--- src/rtl/xmdu_pkg.sv ---
// ----------------------------------------------------------------------------
// xmdu_pkg
// Types, codes and the divide step shared by the multiply/divide unit.
// ----------------------------------------------------------------------------
package xmdu_pkg;

	localparam int NSTEP = 16;

	localparam logic [2:0] K_MUL8   = 3'd0;
	localparam logic [2:0] K_IMUL8  = 3'd1;
	localparam logic [2:0] K_MUL16  = 3'd2;
	localparam logic [2:0] K_IMUL16 = 3'd3;
	localparam logic [2:0] K_DIV8   = 3'd4;
	localparam logic [2:0] K_IDIV8  = 3'd5;
	localparam logic [2:0] K_DIV16  = 3'd6;
	localparam logic [2:0] K_IDIV16 = 3'd7;

	typedef struct packed {
		logic [2:0]  kind;
		logic [31:0] first_operand;
		logic [15:0] second_operand;
	} op_t;

	typedef struct packed {
		logic [15:0] ax_out;
		logic [15:0] dx_out;
		logic        dx_written;
		logic        carry_overflow;
		logic        flags_written;
		logic        divide_error;
	} res_t;

	typedef struct packed {
		logic        valid;
		logic [2:0]  kind;
		logic [31:0] prod;
		logic [15:0] rem;
		logic [15:0] nlo;
		logic [15:0] quo;
		logic [15:0] dmag;
		logic        nneg;
		logic        dneg;
		logic        ovf;
	} work_t;

	// one restoring divide step
	function automatic work_t div_step(input work_t w);
		work_t       o;
		logic [16:0] t;
		logic [16:0] diff;
		logic        ge;
		o    = w;
		t    = {w.rem, w.nlo[15]};
		diff = t - {1'b0, w.dmag};
		ge   = (t >= {1'b0, w.dmag});
		o.rem = ge ? diff[15:0] : t[15:0];
		o.nlo = {w.nlo[14:0], 1'b0};
		o.quo = {w.quo[14:0], ge};
		return o;
	endfunction

endpackage

--- src/rtl/x86_multiply_divide_unit.sv ---
// ----------------------------------------------------------------------------
// x86_multiply_divide_unit
// 8086 mul/imul/div/idiv unit: one operand stage, sixteen divide steps, one
// result stage. The done strobe and the result are registered together from
// the last divide step; one item every cycle,
// set by the one-bit-per-stage divide chain. busy is always low.
// Reset clears all valid bits; payload registers are not reset.
// ----------------------------------------------------------------------------
module x86_multiply_divide_unit
	import xmdu_pkg::*;
(
	input  logic clk,
	input  logic arst_n,
	input  logic start,
	output logic busy,
	input  op_t  operands,
	output logic done,
	output res_t result
);

	work_t       pipe_s [0:NSTEP];
	work_t       entry;
	res_t        res_d;
	logic [16:0] ma, mb;
	logic [33:0] prod_full;
	logic [31:0] nraw, nmag;
	logic [15:0] draw, dmag;
	logic        sgn, word, nneg, dneg;

	assign busy = 1'b0;
	assign sgn  = operands.kind[0];
	assign word = operands.kind[1];

	always_comb begin
		ma = word ? {sgn & operands.first_operand[15], operands.first_operand[15:0]}
		          : {{9{sgn & operands.first_operand[7]}}, operands.first_operand[7:0]};
		mb = word ? {sgn & operands.second_operand[15], operands.second_operand}
		          : {{9{sgn & operands.second_operand[7]}}, operands.second_operand[7:0]};
		prod_full = 34'($signed(ma) * $signed(mb));
		nraw = word ? operands.first_operand
		            : {{16{sgn & operands.first_operand[15]}}, operands.first_operand[15:0]};
		draw = word ? operands.second_operand
		            : {{8{sgn & operands.second_operand[7]}}, operands.second_operand[7:0]};
		nneg = sgn & nraw[31];
		dneg = sgn & draw[15];
		nmag = nneg ? 32'(-nraw) : nraw;
		dmag = dneg ? 16'(-draw) : draw;
		entry.valid = start;
		entry.kind  = operands.kind;
		entry.prod  = prod_full[31:0];
		entry.rem   = nmag[31:16];
		entry.nlo   = nmag[15:0];
		entry.quo   = '0;
		entry.dmag  = dmag;
		entry.nneg  = nneg;
		entry.dneg  = dneg;
		entry.ovf   = (nmag[31:16] >= dmag);
	end

	always_ff @(posedge clk or negedge arst_n) begin
		if (!arst_n) begin
			for (int i = 0; i <= NSTEP; i++) pipe_s[i].valid <= 1'b0;
		end else begin
			pipe_s[0] <= entry;
			for (int i = 1; i <= NSTEP; i++) pipe_s[i] <= div_step(pipe_s[i-1]);
		end
	end

	work_t       fin;
	logic [15:0] qv, rv;
	logic        qneg, qbad;

	always_comb begin
		fin   = pipe_s[NSTEP];
		qneg  = fin.nneg ^ fin.dneg;
		qv    = qneg ? 16'(-fin.quo) : fin.quo;
		rv    = fin.nneg ? 16'(-fin.rem) : fin.rem;
		res_d = '0;
		qbad  = 1'b0;
		unique case (fin.kind)
			K_MUL8: begin
				res_d.ax_out         = fin.prod[15:0];
				res_d.carry_overflow = (fin.prod[15:8] != 8'h00);
				res_d.flags_written  = 1'b1;
			end
			K_IMUL8: begin
				res_d.ax_out         = fin.prod[15:0];
				res_d.carry_overflow = (fin.prod[15:7] != 9'h000) && (fin.prod[15:7] != 9'h1FF);
				res_d.flags_written  = 1'b1;
			end
			K_MUL16: begin
				res_d.ax_out         = fin.prod[15:0];
				res_d.dx_out         = fin.prod[31:16];
				res_d.dx_written     = 1'b1;
				res_d.carry_overflow = (fin.prod[31:16] != 16'h0000);
				res_d.flags_written  = 1'b1;
			end
			K_IMUL16: begin
				res_d.ax_out         = fin.prod[15:0];
				res_d.dx_out         = fin.prod[31:16];
				res_d.dx_written     = 1'b1;
				res_d.carry_overflow = (fin.prod[31:15] != 17'h00000)
				                    && (fin.prod[31:15] != 17'h1FFFF);
				res_d.flags_written  = 1'b1;
			end
			K_DIV8, K_IDIV8: begin
				if (fin.kind[0]) qbad = qneg ? (fin.quo > 16'h0080) : (fin.quo > 16'h007F);
				else qbad = (fin.quo > 16'h00FF);
				if (fin.ovf || qbad) res_d.divide_error = 1'b1;
				else res_d.ax_out = {rv[7:0], qv[7:0]};
			end
			default: begin
				if (fin.kind[0]) qbad = qneg ? (fin.quo > 16'h8000) : (fin.quo > 16'h7FFF);
				if (fin.ovf || qbad) res_d.divide_error = 1'b1;
				else begin
					res_d.ax_out     = qv;
					res_d.dx_out     = rv;
					res_d.dx_written = 1'b1;
				end
			end
		endcase
	end

	always_ff @(posedge clk or negedge arst_n) begin
		if (!arst_n) begin
			done <= 1'b0;
		end else begin
			done <= fin.valid;
		end
	end

	always_ff @(posedge clk) begin
		result <= res_d;
	end

	a_no_busy: assert property (@(posedge clk) disable iff (!arst_n) !busy)
		else $error("busy raised");
	a_latency: assert property (@(posedge clk) disable iff (!arst_n) start |-> ##18 done)
		else $error("item lost in pipeline");
	a_err_clean: assert property (@(posedge clk) disable iff (!arst_n)
		done && result.divide_error |-> result.ax_out == 16'h0000 && !result.dx_written
		&& !result.flags_written)
		else $error("divide error with register write");
	a_dx_zero: assert property (@(posedge clk) disable iff (!arst_n)
		done && !result.dx_written |-> result.dx_out == 16'h0000)
		else $error("dx driven without write");

endmodule

--- config.mk ---
export PLATFORM = sky130hd
export DESIGN_NAME = x86_multiply_divide_unit
export DESIGN_NICKNAME = d
export VERILOG_FILES = /design/src/rtl/xmdu_pkg.sv /design/src/rtl/x86_multiply_divide_unit.sv
export SDC_FILE = /design/constraint.sdc
export NUM_CORES = 2
export LEC_CHECK = 0
export ABC_CLOCK_PERIOD_IN_PS = 3030
export BUFFER_PORTS_ARGS = -buffer_cell sky130_fd_sc_hd__buf_2
export CORE_MARGIN = 8
export CORE_UTILIZATION = 40
export CTS_CLUSTER_DIAMETER = 120
export DETAILED_ROUTE_END_ITERATION = 8
export HOLD_SLACK_MARGIN = 0.03
export PLACE_DENSITY_LB_ADDON = 0.1
export SYNTH_ARGS = -nofsm -noshare
export SYNTH_HDL_FRONTEND = slang
export SYNTH_SLANG_ARGS = --single-unit
--- constraint.sdc ---
create_clock -name clk -period 3.03 [get_ports clk]
set_input_delay 0.1515 -clock clk [delete_from_list [all_inputs] [get_ports clk]]
set_output_delay 0.1515 -clock clk [all_outputs]
set_load 0.005 [all_outputs]
[Word level (Yosys, flattened, before mapping)]
Cells that the tools add are included.
Word-level totals
  flip-flop bits (word level): 1500
  input port bits: 54
  output and inout port bits: 38
Operators by class
  add/sub/neg operators: 20
  $mul: 1
  $lt $le $gt $ge: 22
  equal/unequal tests: 7
  mux-type cells: 38
  bitwise gates (word level): 7
  reductions and logical operators: 14
Operators with widths (number)
  $mux 16: 21
  $ge 17x16->1: 16
  $sub 16x16->16: 16
  $mux 32: 2
  $neg 16->16: 3
  $mux 17: 2
  $pmux 17 s2: 1
  $mux 33: 1
  $gt 16x8->1 const B: 2
  $mul 17x17->32: 1
  $neg 32->32: 1
  $pmux 16 s2: 1
  $ne 17x17->1 const B: 1
  $reduce_bool 17->1: 1
  $ge 16x16->1: 1
  $gt 16x15->1 const B: 1
  $gt 16x16->1 const B: 1
  $gt 16x7->1 const B: 1
  $reduce_bool 16->1: 1
  $ne 9x9->1 const B: 1
  $reduce_bool 9->1: 1
  $mux 1: 8
  $pmux 2 s4: 1
  $reduce_bool 8->1: 1
  other kinds (12): 23

[Logic depth before layout (Yosys ltp)]
  depth after elaboration: 7
  mapped depth: 29
  gate-level depth less buffers: 25

[Worst setup path after synthesis]
OpenSTA, ideal clock, no wires.
  path kind: input port to flip-flop
  from: input operands[49] in the netlist's numbering
  to: register pipe_s[1745] in the netlist's numbering (data pin)
  data arrival time: 6526 ps
  data required time: 2764 ps
  path slack: -3762 ps
  stages: 26
  path through: clkbuf_8 -> clkbuf_8 -> clkbuf_1 -> buf_1 -> nand2_1 -> nand2_1 -> clkbuf_1 -> nand2_1 -> fa_1 -> fa_1 -> fa_1 -> inv_1 -> fa_1 -> fa_1 -> inv_1 -> fa_1 -> inv_1 -> ha_1 -> a21o_1 -> a21oi_1 -> nor2b_1 -> a311o_1 -> o21a_1 -> o311ai_0 -> a21boi_0 -> xor2_1
RTL lines
  start: declaration: line x86_multiply_divide_unit.sv:16  | input op_t operands,
  end: declaration: line x86_multiply_divide_unit.sv:21  | work_t pipe_s [0:NSTEP];

==> results_dict.tcl <==
set metrics [dict create \
    tightest_slew_ns 1.027 \
    hold_path.class "input pin to register" \
    synth-edff-count 1446 \
    netlist_area_um2 73370 \
    clk_latency_ns 0.78 \
    cts.sinks 1500 \
    p_total_mw 89.34 \
    core-area_um2 182700 \
    busiest_layer "met2" \
    setup_viol 26 \
    io_pins 92 \
    io_buffers 90 \
    p_seq_frac 0.333 \
    final_common_cell "edfxtp_1" \
    p_switching_mw 30.11 \
    grt_pass1_vias 44560 \
    critPathCaptureType "register" \
    dp_hpwl_um 114600 \
    die_h_um 444.3 \
    drtIter0Drc 2400 \
    min_period_ns 5.332 \
    die_w_um 444.3 \
    met3_usage 0.02582 \
    drv_cap 0 \
    num_rows 157 \
    drive_above_1_share 0.1975 \
    violations "negative setup slack" \
    antenna_found_initial 2 \
    cp.required_ns 3.52 \
    critPathKind "input pin to register" \
    viasPerCell 4.888 \
    cp_max_fo 6 \
    critPathLaunchType "input pin" \
    path_delay_family "adder cells" \
    setup_ws_ns -2.302 \
    timing.final.crit_share 1.760 \
    report.final.slew_viol_count 0 \
    worst_ir_drop_vdd_mv 0.9767 \
    clk_pin_slew_ns 0.05 \
    grt_max_degree 116 \
    met2_usage 0.2729 \
    max-clock-path-buffers 3 \
    synthFlopType "edfxtp_1" \
    max_freq_mhz 187.5 \
    cts_buffers 163 \
    global_route.usage.total 0.1542 \
    combPwrFrac 0.450 \
    dieArea_um2 197400 \
    post_drt_wl_per_cell_um 17.40 \
    slew_headroom 0.3140 \
    syn_inst 5524 \
    p_leak_nw 35.78 \
    firstDrtPassIters 5 \
    crit_arrival_ns 5.82 \
    globalRoute.totalOverflow 0 \
    routed_wirelength_um 153300 \
    cts-root-buf "clkbuf_16" \
    hold_viol 0 \
    htree_levels 4 \
    synthesis.nets 6234 \
    gp_congestion 0.8683 \
    grt_pass1_wl_um 244700 \
    cts_tree "built" \
    cp_num_buf_inv 6 \
    ant_nets 0 \
    rsz0062_at_grt "yes" \
    switching_share 0.3370 \
    pwr-share-clk 0.217 \
    final_cell_mix "1446 x edfxtp_1, 665 x inv_1, 492 x buf_4" \
    slowest_stage "fa_1" \
    fin_nets 7005 \
    ys_ff_latch 1500 \
    hold_ws_ns 0.1062 \
    intPower_mw 59.23 \
    start_util 0.4016 \
    worst_path_most_repeated_cell "fa_1" \
    synthArstFlopShare 0.01200 \
    yosysUniqueCellTypes 89 \
    status "finished, violations left" \
    yosysSeqAreaShare 0.6078 \
    route.detailed.drc 0 \
    grt_util_met1 0.1920 \
    cpPeakStageDelay_ns 0.57 \
    p_per_area_nw_per_um2 1005 \
    ys_warn_count 0 \
    area_growth_pct 21.11 \
    postSynthAreaPerCell_um2 13.28 \
    skew_ns 0.06858 \
    vias 43070 \
]
-- sequential cells by signal (all words and copies together), names as in the netlist --
register / cells
result: 36
fin: 71
pipe_s: 1392
done: 1
-- metrics by stage --
step	instances	setup slack (ns)	instance area [um^2]	util	TNS, ns
detailed placement	8407	-3.460	81240	0.4447	-72.58
global placement	8407	-3.386	81240	0.4447	-71.33
global route	8810	-2.407	88860	0.4864	-46.17
CTS	8789	-2.250	88290	0.4833	-41.90
finish	8812	-2.302	88860	0.4864	-44.00
floorplan	5524	-2.913	74180	-	-56.41
-- per-layer routing --
metal / routed length (um) / vias up / share of wire
met5: 0 / - / 0
met4: 5116 / 0 / 0.033
met3: 4971 / 263 / 0.032
met2: 76790 / 609 / 0.50
met1: 66450 / 21000 / 0.43
li1: - / 21200 / -
-- path summary, 6_finish.rpt --
kind                       slack [ns]  depth (start not counted)         start            to
min reg2reg                      0.35                          0   pipe_s[308]   pipe_s[205]
max reg2reg                      0.13                          9   pipe_s[313]   pipe_s[270]
min in group asynchronous        0.67                          4        arst_n  pipe_s[1750]
max                             -2.30                         25  operands[49]  pipe_s[1745]
max in group asynchronous        2.12                          4        arst_n   pipe_s[411]
min                              0.11                          4  operands[46]  pipe_s[1713]
-- layout make-up --
type	count	area, um^2
Antenna cell	3	7.507
Clock buffer	211	4395
Clock inverter	83	984.7
Fill cell	16050	93830
Inverter	720	2714
Multi-Input combinational cell	3187	27000
Sequential cell	1500	44590
Tap cell	2385	2984
Timing Repair Buffer	723	6183
-- what timing repair did --
| item | CTS | global route |
|---|---|---|
| pin swaps | 128 | 102 |
| resized for setup | 230 | 123 |
| endpoints found under the hold margin | 124 | 0 |
| hold buffers | 45 | 0 |
| setup buffers | 49 | 22 |
| gates cloned | 4 | 0 |
| setup endpoints to repair | 31 | 111 |
-- logic make-up after synthesis --
| logic type | after synthesis | share of synthesized area |
|---|---|---|
| buf+inv | 840 | 0.04364 |
| flops | 1500 | 0.6078 |
| xor+xnor | 262 | 0.03128 |
| other cells | 1 | 0.00005111 |
| mux | 82 | 0.01216 |
| compound gates | 961 | 0.08261 |
| fa+ha+maj | 656 | 0.1424 |
| simple gates | 1222 | 0.08013 |
-- worst reg2reg max path, delay by kind of cell (launching register included) --
| family | cells | cell delay, ns |
|---|---|---|
| AO/OA/AOI/OAI | 7 | 1.81 |
| flip-flops | 1 | 0.44 |
| adder cells (fa/ha/maj) | 1 | 0.31 |
| buffers and inverters | 1 | 0.07 |
-- synth_stat cells (47+ instances only) --
| library cell | number | area share |
|---|---|---|
| and2_1 | 91 | 0.0078 |
| nor2b_1 | 61 | 0.0052 |
| xor2_1 | 108 | 0.013 |
| nor2_1 | 239 | 0.012 |
| edfxtp_1 | 1446 | 0.59 |
| inv_1 | 716 | 0.037 |
| xnor2_1 | 154 | 0.018 |
| nand2_1 | 465 | 0.024 |
| mux2_2 | 51 | 0.0078 |
| fa_1 | 298 | 0.081 |
| nand4_1 | 49 | 0.0042 |
| a21oi_1 | 266 | 0.018 |
| ha_1 | 358 | 0.061 |
| o21a_1 | 63 | 0.0064 |
| clkbuf_1 | 102 | 0.0052 |
| nor3_1 | 80 | 0.0055 |
| nor4_1 | 47 | 0.0040 |
| a21o_1 | 91 | 0.0093 |
| o21ai_0 | 263 | 0.018 |
-- power by group through the flow --
stage               logic, mW  registers, mW  clock network [mW]
floorplan                25.3           29.4                   0
global placement         35.9           30.1                   0
detailed placement       36.2           30.2                   0
CTS                      39.1           29.8                20.2
global route             45.1           30.1                21.0
finish                   40.2           29.7                19.4
Note: power is estimated with default switching activity, not from simulation.
